`config.mk`:
```
export PLATFORM = sky130hd
export DESIGN_NAME = sscheck_back
export DESIGN_NICKNAME = d
export VERILOG_FILES = /design/src/design/sscheck_pkg.sv /design/src/design/sscheck_back.sv
export SDC_FILE = /design/constraint.sdc
export NUM_CORES = 1
export LEC_CHECK = 0
export ABC_AREA = 1
export BUFFER_PORTS_ARGS = -buffer_cell sky130_fd_sc_hd__buf_2
export CORE_MARGIN = 1
export CORE_UTILIZATION = 50
export CTS_BUF_LIST = sky130_fd_sc_hd__clkbuf_16
export CTS_CLUSTER_DIAMETER = 150
export DETAILED_ROUTE_END_ITERATION = 10
export PLACE_DENSITY = 0.77
export SKIP_LAST_GASP = 1
export SLEW_MARGIN = 20
export SYNTH_ARGS = -nofsm -noshare
export SYNTH_HDL_FRONTEND = slang
export SYNTH_SLANG_ARGS = --single-unit
```
`constraint.sdc`:
```
create_clock -name clk -period 6.9 [get_ports clk]
set_clock_uncertainty 0.15 [all_clocks]
set_input_delay 1.38 -clock clk [delete_from_list [all_inputs] [get_ports clk]]
set_output_delay 1.38 -clock clk [all_outputs]
set_load 0.02 [all_outputs]
```
`src/design/sscheck_pkg.sv`:
```
// ----------------------------------------------------------------------------
// sscheck_pkg
// Shared types, codes and helpers for the sensor scratchpad checker.
// ----------------------------------------------------------------------------
`default_nettype none

package sscheck_pkg;

    localparam int FRAME_BYTES_DEFAULT = 9;
    localparam int QUEUE_DEPTH_DEFAULT = 2;

    localparam logic [7:0] CRC_POLY    = 8'h8C;
    localparam logic [7:0] CFG_KEEP    = 8'h9F;
    localparam int         CFG_RES_LSB = 5;

    localparam logic CMD_PRESENCE = 1'b0;
    localparam logic CMD_BYTE     = 1'b1;

    localparam logic [1:0] STATUS_OK        = 2'd0;
    localparam logic [1:0] STATUS_CRC_BAD   = 2'd1;
    localparam logic [1:0] STATUS_NO_SENSOR = 2'd2;

    localparam logic [1:0] SCALE_CELSIUS    = 2'd0;
    localparam logic [1:0] SCALE_FAHRENHEIT = 2'd1;
    localparam logic [1:0] SCALE_KELVIN     = 2'd2;

    localparam logic       REG_TEMP_SCALE = 1'b0;
    localparam logic       REG_RESOLUTION = 1'b1;
    localparam logic [1:0] RESOLUTION_RESET = 2'd3;

    localparam logic [5:0] MULT_CENTI_C = 6'd25;
    localparam logic [5:0] MULT_CENTI_F = 6'd45;
    localparam logic signed [19:0] OFFSET_F = 20'sd3200;
    localparam logic signed [19:0] OFFSET_K = 20'sd27315;

    localparam logic [9:0] DELAY_MS [4] = '{10'd94, 10'd188, 10'd375, 10'd750};

    typedef struct packed {
        logic       command;
        logic [7:0] data_byte;
        logic       sensor_present;
    } in_item_t;

    typedef struct packed {
        logic [1:0]         status;
        logic signed [19:0] temperature_centi;
        logic signed [15:0] raw_temperature;
        logic [7:0]         alarm_high;
        logic [7:0]         alarm_low;
        logic [7:0]         config_writeback;
        logic [9:0]         conversion_delay_ms;
        logic [7:0]         computed_crc;
    } out_item_t;

    typedef struct packed {
        logic [1:0] temp_scale;
        logic [1:0] resolution_select;
    } cfg_t;

    typedef struct packed {
        logic               no_sensor;
        logic               crc_ok;
        logic signed [15:0] raw;
        logic [7:0]         alarm_high;
        logic [7:0]         alarm_low;
        logic [7:0]         config_hold;
        logic [7:0]         crc;
    } job_t;

    function automatic logic [7:0] crc8_byte(input logic [7:0] crc_in, input logic [7:0] b);
        logic [7:0] c;
        logic       mix;
        c = crc_in;
        for (int i = 0; i < 8; i++)
        begin
            mix = c[0] ^ b[i];
            c   = {1'b0, c[7:1]};
            if (mix)
            begin
                c = c ^ CRC_POLY;
            end
        end
        return c;
    endfunction

endpackage

`default_nettype wire

```
`src/design/sscheck_back.sv`:
```
// ----------------------------------------------------------------------------
// sscheck_back
// Converts queued jobs into result items and holds them in the output register.
// ----------------------------------------------------------------------------
`default_nettype none

module sscheck_back (
    input  wire logic              clk,
    input  wire logic              rst_n,
    input  wire sscheck_pkg::cfg_t cfg,
    input  wire logic              job_valid,
    input  wire sscheck_pkg::job_t job,
    output logic                   pop,
    output logic                   out_valid,
    input  wire logic              out_ready,
    output sscheck_pkg::out_item_t out_data
);

    logic                   out_valid_reg;
    sscheck_pkg::out_item_t out_data_reg;
    sscheck_pkg::out_item_t result;
    logic [5:0]             mult;
    logic signed [19:0]     offset;
    logic signed [21:0]     prod;
    logic signed [21:0]     quarter;
    logic [9:0]             delay;

    assign pop       = job_valid && (!out_valid_reg || out_ready);
    assign out_valid = out_valid_reg;
    assign out_data  = out_data_reg;
    assign delay     = sscheck_pkg::DELAY_MS[cfg.resolution_select];

    always_comb
    begin
        unique case (cfg.temp_scale)
            sscheck_pkg::SCALE_FAHRENHEIT:
            begin
                mult   = sscheck_pkg::MULT_CENTI_F;
                offset = sscheck_pkg::OFFSET_F;
            end
            sscheck_pkg::SCALE_KELVIN:
            begin
                mult   = sscheck_pkg::MULT_CENTI_C;
                offset = sscheck_pkg::OFFSET_K;
            end
            default:
            begin
                mult   = sscheck_pkg::MULT_CENTI_C;
                offset = '0;
            end
        endcase
    end

    // arithmetic shift gives floor division by four
    assign prod    = $signed(job.raw) * $signed({1'b0, mult});
    assign quarter = prod >>> 2;

    always_comb
    begin
        result                     = '0;
        result.conversion_delay_ms = delay;
        if (job.no_sensor)
        begin
            result.status = sscheck_pkg::STATUS_NO_SENSOR;
        end
        else
        begin
            result.status            = job.crc_ok ? sscheck_pkg::STATUS_OK
                                                  : sscheck_pkg::STATUS_CRC_BAD;
            result.temperature_centi = job.crc_ok ? (quarter[19:0] + offset) : '0;
            result.raw_temperature   = job.raw;
            result.alarm_high        = job.alarm_high;
            result.alarm_low         = job.alarm_low;
            result.config_writeback  = (job.config_hold & sscheck_pkg::CFG_KEEP)
                                     | ({6'd0, cfg.resolution_select} << sscheck_pkg::CFG_RES_LSB);
            result.computed_crc      = job.crc;
        end
    end

    always_ff @(posedge clk or negedge rst_n)
    begin
        if (!rst_n)
        begin
            out_valid_reg <= 1'b0;
        end
        else if (pop)
        begin
            out_valid_reg <= 1'b1;
        end
        else if (out_ready)
        begin
            out_valid_reg <= 1'b0;
        end
    end

    always_ff @(posedge clk)
    begin
        if (pop)
        begin
            out_data_reg <= result;
        end
    end

endmodule

`default_nettype wire

```
==> qor_table.md, run 1 <==
| Metric | This run |
|:---|:---|
| Die span in y | 115 µm |
| Maximum number of pins on one net before global-route repair | 52 |
| Count of flip-flops with a built-in enable after synthesis | 77 |
| Yosys top cell area share | 36.4% |
| Via count normalized by instance count | 4.65 |
| Clock period minus worst slack | 6.37 ns |
| Row count | 40 |
| Nature of the critical path endpoint | flop |
| Hold_buf cts | 0 |
| Post-synthesis area per instance | 8.79 µm² |
| Slew at the pin with the worst max-slew slack | 0.900 ns |
| Flop2flop setup slack | 4.74 ns |
| Static Leakage | 4.15 nW |
| Status | finished clean |
| Dpl cells | 1055 |
| Kind of start point of the critical path | input pin |
| First drt pass iteration count | 5 |
| Required time at the worst-slack endpoint | 6.85 ns |
| Non-filler instance count after layout | 1071 |
| Maximum clock insertion buffer count | 2 |
| Max FFs per register | 77 |
| Synthesized area | 6350 µm² |
| Drt total wl | 12.3 mm |
| Final period utilization | 92.4% |
| Remaining global-route overflow | 0 |
| Overall global routing resource usage | 20.4% |
| Final Wtd Congestion | 0.909 |
| Clock input transition at the sequential cells of the worst setup and hold paths | 0.07 ns |
| Setup TNS | 0 ns |
| Library cell contributing the largest single delay on the critical path | sky130_fd_sc_hd__fa_1 |
| Final Slew Violations | 0 |
| WS Path Type | in2reg |
| Worst r2r src | out_valid |
| Switching power total | 1.36 mW |
| Number of antenna repair diodes | 0 |
| Part of the power in registers | 20.4% |
| Net switching share of the total power | 46.6% |
| Final worst slack | 0.526 ns |
| Die width | 115 µm |
| End of the worst hold path | out_valid |
| Average wire per cell in the routed design | 11.5 µm |
| Cell family with the largest share of critical-path delay | adder cells |
| Detail Route Antenna Nets | 0 |
| Fill cells | 1054 |
| CP peak stage delay | 0.55 ns |
| Boundary pin count | 140 |
| Clock power frac | 15.7% |
| Number of cells upsized or downsized after cts | 0 |
| Buf+Inv Stages, Crit Path | 10 |
| F_max | 0.157 GHz |
| Number of failing hold endpoints at the final stage | 0 |
| Layout overhead on the synthesized area | 22.2% |
| Num Clock Sinks | 78 |
| Cell area power density | 375 nW/µm² |
| TritonCTS clock tree | yes |
| Fraction of layout cells with a size suffix above 1 | 23.7% |
| RSZ-0062 raised after global routing | false |
| Worst hold-check path type | reg2reg |
| First-pass GRT wire length | 20.9 mm |
| Routed via count | 4983 |
| Cell internal pwr | 1.56 mW |
| Worst vdd ir | 0.159 mV |
| IO Port Bufs | 136 |
| Post-layout util | 63.5% |
| Worst R2R Path Depth | 3 |
| Setup violators final | 0 |
| Async set-reset flop share out of synthesis | 1.28% |
| Syn. warnings | 0 |
| Dominant cells by area after synthesis | sky130_fd_sc_hd__edfxtp_1, sky130_fd_sc_hd__fa_1, sky130_fd_sc_hd__inv_1 |
| Die area | 13100 µm² |
| Terminus of the critical flop-to-flop path | out_data[49] |
| Portion of total power attributed to combinational logic | 64.0% |
| Most area-hungry cell type in the Yosys netlist | sky130_fd_sc_hd__edfxtp_1 |
| Primary FF master, synth | sky130_fd_sc_hd__edfxtp_1 |
| Overall Power | 2.91 mW |
| Final #Nets | 1056 |
| Placeable core area | 12200 µm² |
| Endpoint arrival time on the critical path | 6.33 ns |
| Most used cell along the critical path | sky130_fd_sc_hd__inv_1 |
| Clk Tree Root Cell | sky130_fd_sc_hd__clkbuf_16 |
| Worst slew margin relative to its limit | 40.0% |
| Number of stages on the worst hold path | 2 |
| Number of flip-flops and latches in the synthesized netlist | 78 |
| HPWL after detailed placement | 10.0 mm |
| Setup fix buffers added after clock tree synthesis | 0 |
| Clock latency at the later pin of the worst-skew pair | 0.34 ns |
| Initial DRC Count | 223 |
| Number of cells produced by synthesis | 722 |
| Number of distinct library cells after synthesis | 37 |
| Startpoint of the most critical hold path | out_valid |
| Maximum capacitance violations | 0 |
| Setup Slack @ Placement | 0.265 ns |
| Detailed-route DRC error count | 0 |
| Initial cell density of the core | 52.0% |
| Via count of the first global-routing pass | 4771 |
| Sequential fraction of the synthesis area | 36.8% |
| Antenna violations before repair | 0 |
| Number of CTS-inserted buffers | 9 |
| H-tree depth reported by CTS | 3 |
| Critical-path maximum fanout | 21 |
synth_stat cells, types with 7 or more instances:
cell type / instances
sky130_fd_sc_hd__nand2_2: 12
sky130_fd_sc_hd__fa_1: 48
sky130_fd_sc_hd__nand3_1: 19
sky130_fd_sc_hd__ha_1: 52
sky130_fd_sc_hd__o21ai_0: 26
sky130_fd_sc_hd__edfxtp_1: 77
sky130_fd_sc_hd__nand2_1: 105
sky130_fd_sc_hd__a21oi_1: 44
sky130_fd_sc_hd__inv_1: 182
sky130_fd_sc_hd__clkbuf_1: 8
sky130_fd_sc_hd__xor2_1: 7
sky130_fd_sc_hd__nor2_1: 82
power by group through the flow:
stage          logic, mW  registers, mW  clock network [mW]
6_report            1.86          0.593               0.456
4_1_cts             1.87          0.594               0.465
3_5_place_dp        1.85          0.603                   0
5_1_grt             2.13          0.597               0.481
2_1_floorplan       1.30          0.663                   0
3_3_place_gp        1.82          0.603                   0
per-layer routing:
layer  track usage (%)  wire, µm
met5                 0         0
met4              6.84       258
met2              36.5      6080
met3              3.92       626
met1              24.7      5320
cells by family after synthesis:
group / Yosys count / share of synthesized area, %
and+or+nand+nor: 245 / 16.7
buffers and inverters: 200 / 12.0
adders and majority gates: 100 / 25.4
AOI/OAI and AO/OA: 84 / 7.12
DFF: 78 / 36.8
xor gates and xnor gates: 13 / 1.79
other: 2 / 0.118
metrics by stage:
step	hold slack [ns]	instance area [µm²]
after floorplan	0.463	6400
after global placement	0.391	7470
after detailed placement	0.404	7470
after CTS	0.453	7760
after global routing	0.472	7760
final	0.445	7760
worst max-delay path by stage:
stage            from  cells past startpoint            to
6_report       cfg[3]                     29  out_data[77]
3_5_place_dp   cfg[3]                     27  out_data[76]
2_1_floorplan  cfg[3]                     27  out_data[77]
3_3_place_gp   cfg[3]                     29  out_data[77]
5_1_grt        cfg[3]                     29  out_data[77]
4_1_cts        cfg[3]                     29  out_data[77]
area by class of cell:
cell class                      count  area [µm²]  share of cell area (%)
Clock buffer                        9         225                    2.90
Clock inverter                      7        66.3                   0.855
Inverter                          187         702                    9.05
Multi-Input combinational cell    457        3310                    42.6
Sequential cell                    78        2340                    30.1
Tap cell                          168         210                    2.71
Timing Repair Buffer              165         911                    11.7
placed cells by master (no fill, tap or decap), types with 2 or more instances in the layout:
cell type                      n
sky130_fd_sc_hd__fa_1         48
sky130_fd_sc_hd__xor2_1        7
sky130_fd_sc_hd__nand3_1      19
sky130_fd_sc_hd__edfxtp_1     77
sky130_fd_sc_hd__o211ai_1      2
sky130_fd_sc_hd__nand2_2      12
sky130_fd_sc_hd__nor3_1        6
sky130_fd_sc_hd__nor2_1       82
sky130_fd_sc_hd__conb_1       15
sky130_fd_sc_hd__clkinvlp_4    2
sky130_fd_sc_hd__buf_2       136
sky130_fd_sc_hd__nand2_4       2
sky130_fd_sc_hd__xnor2_1       6
sky130_fd_sc_hd__o21bai_1      2
sky130_fd_sc_hd__a31oi_1       2
sky130_fd_sc_hd__nand2_1     105
sky130_fd_sc_hd__inv_6         3
sky130_fd_sc_hd__clkbuf_16     9
sky130_fd_sc_hd__and2_1        2
sky130_fd_sc_hd__nand4_1       5
sky130_fd_sc_hd__nand3_2       3
sky130_fd_sc_hd__o21ai_0      26
sky130_fd_sc_hd__o21ai_1       2
sky130_fd_sc_hd__buf_4        28
sky130_fd_sc_hd__inv_1       182
sky130_fd_sc_hd__inv_2         5
sky130_fd_sc_hd__a21oi_1      43
sky130_fd_sc_hd__ha_1         52
sky130_fd_sc_hd__o21ai_2       3
sky130_fd_sc_hd__nor2_2        5
worst reg2reg max path, delay by kind of cell (launching register included):
family | cells | cell delay, ns
buffers and inverters | 2 | 0.97
flip-flops | 1 | 0.42
AO/OA/AOI/OAI | 1 | 0.24
Note: power is estimated with default switching activity, not from simulation.
==> run 2, diff against run 1 <==
--- a/config.mk
+++ b/config.mk
@@ -6,7 +6,7 @@
 export NUM_CORES = 1
 export LEC_CHECK = 0
 export ABC_AREA = 1
-export BUFFER_PORTS_ARGS = -buffer_cell sky130_fd_sc_hd__buf_2
+export BUFFER_PORTS_ARGS = -buffer_cell sky130_fd_sc_hd__clkbuf_2
 export CORE_MARGIN = 1
 export CORE_UTILIZATION = 50
 export CTS_BUF_LIST = sky130_fd_sc_hd__clkbuf_16
==> qor_table.md, run 2 (synthesized netlist as in run 1, its figures left out) <==
| Metric | This run | Delta |
|:---|:---|:---|
| Hold_buf cts | 0 | unchanged |
| First-pass GRT wire length | 21.2 mm | +1.4% |
| Detailed-route DRC error count | 0 | unchanged |
| Final Slew Violations | 0 | unchanged |
| Worst vdd ir | 0.174 mV | +9.5% |
| Clock latency at the later pin of the worst-skew pair | 0.34 ns | about the same |
| Boundary pin count | 140 | unchanged |
| RSZ-0062 raised after global routing | false |  |
| Final worst slack | 0.519 ns | -0.00719 ns |
| Worst R2R Path Depth | 3 | unchanged |
| Via count normalized by instance count | 4.71 | +1.1% |
| Clk Tree Root Cell | sky130_fd_sc_hd__clkbuf_16 |  |
| Row count | 40 | unchanged |
| Clock input transition at the sequential cells of the worst setup and hold paths | 0.07 ns | about the same |
| Number of antenna repair diodes | 0 | unchanged |
| First drt pass iteration count | 4 | -1 |
| Static Leakage | 4.17 nW | +0.44% |
| IO Port Bufs | 136 | unchanged |
| Die span in y | 115 µm | unchanged |
| Worst slew margin relative to its limit | 48.3% | +8.4 points |
| Setup TNS | 0 ns | unchanged |
| Number of CTS-inserted buffers | 9 | unchanged |
| Final period utilization | 92.5% | +0.10 points |
| Routed via count | 5040 | +1.1% |
| Kind of start point of the critical path | input pin |  |
| Average wire per cell in the routed design | 11.7 µm | +2.4% |
| Fraction of layout cells with a size suffix above 1 | 23.7% | unchanged |
| Library cell contributing the largest single delay on the critical path | sky130_fd_sc_hd__fa_1 |  |
| Commonest non-fill, non-tap cell in the layout | sky130_fd_sc_hd__inv_1 |  |
| Maximum capacitance violations | 0 | unchanged |
| Die width | 115 µm | unchanged |
| CP peak stage delay | 0.56 ns | about the same |
| Number of cells upsized or downsized after cts | 0 | unchanged |
| Setup fix buffers added after clock tree synthesis | 0 | unchanged |
| Number of failing hold endpoints at the final stage | 0 | unchanged |
| Detail Route Antenna Nets | 0 | unchanged |
| Endpoint arrival time on the critical path | 6.33 ns | about the same |
| Nature of the critical path endpoint | flop |  |
| Top library cells by usage in the layout, fill and taps aside | sky130_fd_sc_hd__inv_1, sky130_fd_sc_hd__clkbuf_2, sky130_fd_sc_hd__nand2_1 |  |
| Cell area power density | 376 nW/µm² | +0.25% |
| Die area | 13100 µm² | unchanged |
| Final Wtd Congestion | 0.907 | -0.25% |
| Via count of the first global-routing pass | 4852 | +1.7% |
| HPWL after detailed placement | 10.3 mm | +2.5% |
| Maximum number of pins on one net before global-route repair | 52 | unchanged |
| Initial DRC Count | 204 | -8.5% |
| Final #Nets | 1056 | unchanged |
| Fill cells | 1050 | -0.38% |
| Num Clock Sinks | 78 | unchanged |
| Antenna violations before repair | 0 | unchanged |
| WS Path Type | in2reg |  |
| Initial cell density of the core | 52.0% | unchanged |
| Max FFs per register | 77 | unchanged |
| Worst hold-check path type | reg2reg |  |
| Setup Slack @ Placement | 0.228 ns | -0.0375 ns |
| Status | finished clean |  |
| Layout overhead on the synthesized area | 22.2% | unchanged |
| Clock period minus worst slack | 6.38 ns | +0.00719 ns |
| H-tree depth reported by CTS | 3 | unchanged |
| Setup violators final | 0 | unchanged |
| Drt total wl | 12.6 mm | +2.4% |
| Maximum clock insertion buffer count | 2 | unchanged |
| Overall global routing resource usage | 20.7% | +0.29 points |
| F_max | 0.157 GHz | -0.11% |
| Flop2flop setup slack | 4.72 ns | -0.02 ns |
| Number of stages on the worst hold path | 2 | unchanged |
| Critical-path maximum fanout | 21 | unchanged |
| TritonCTS clock tree | yes |  |
| Remaining global-route overflow | 0 | unchanged |
| Slew at the pin with the worst max-slew slack | 0.772 ns | -0.128 ns |
| Required time at the worst-slack endpoint | 6.85 ns | about the same |
| Placeable core area | 12200 µm² | unchanged |
==> run 2: changes by cell type in the layout (fill, tap and decap cells not counted), sizes merged <==
cell / change
clkbuf: +136
buf: -136
==> run 2: metrics by stage <==
stage,std cells,power (mW),hold slack [ns],cell area [µm²],util (%)
2_1_floorplan,735,1.96,0.463,6400,-
3_3_place_gp,1055,2.42,0.395,7470,61.1
3_5_place_dp,1055,2.45,0.412,7470,61.1
4_1_cts,1071,2.93,0.426,7760,63.5
5_1_grt,1071,3.20,0.458,7760,63.5
6_report,1071,2.92,0.419,7760,63.5
==> run 2: final timing paths <==
path	endpoint	start
min in group asynchronous	out_valid	rst_n
max in group asynchronous	out_valid	rst_n
hold reg to reg	out_valid	out_valid
hold / removal	out_valid	out_valid
setup / recovery	out_data[77]	cfg[3]
setup reg to reg	out_data[49]	out_valid
==> run 2: area by class of cell <==
cell class	instances	area, µm²	share of cell area (%)
tap	168	210	2.71
sequential	78	2340	30.1
inverter	187	702	9.05
clock buffer	9	225	2.90
timing repair buffer	165	911	11.7
multi-input combinational	457	3310	42.6
clock inverter	7	66.3	0.855
==> run 2: worst max-delay path, delay by kind of cell <==
family | cells | cell delay (ns)
adders and majority gates | 7 | 2.65
and+or+nand+nor | 8 | 0.84
AOI/OAI and AO/OA | 4 | 0.70
buffers and inverters | 7 | 0.55
xor gates and xnor gates | 1 | 0.22
==> run 2: metal layers <==
metal / routed length [µm] / vias to the layer above / global-route usage (%)
met5: 0 / - / 0
met4: 162 / 0 / 7.27
met3: 635 / 11 / 3.07
met2: 6390 / 118 / 38.6
met1: 5390 / 2319 / 24.1
li1: - / 2592 / -
==> run 2: report_power, final <==
group,internal [mW],switching [mW],total [mW]
Sequential,0.584,0.0113,0.595
Clock,0.251,0.209,0.460
Combinational,0.721,1.14,1.86
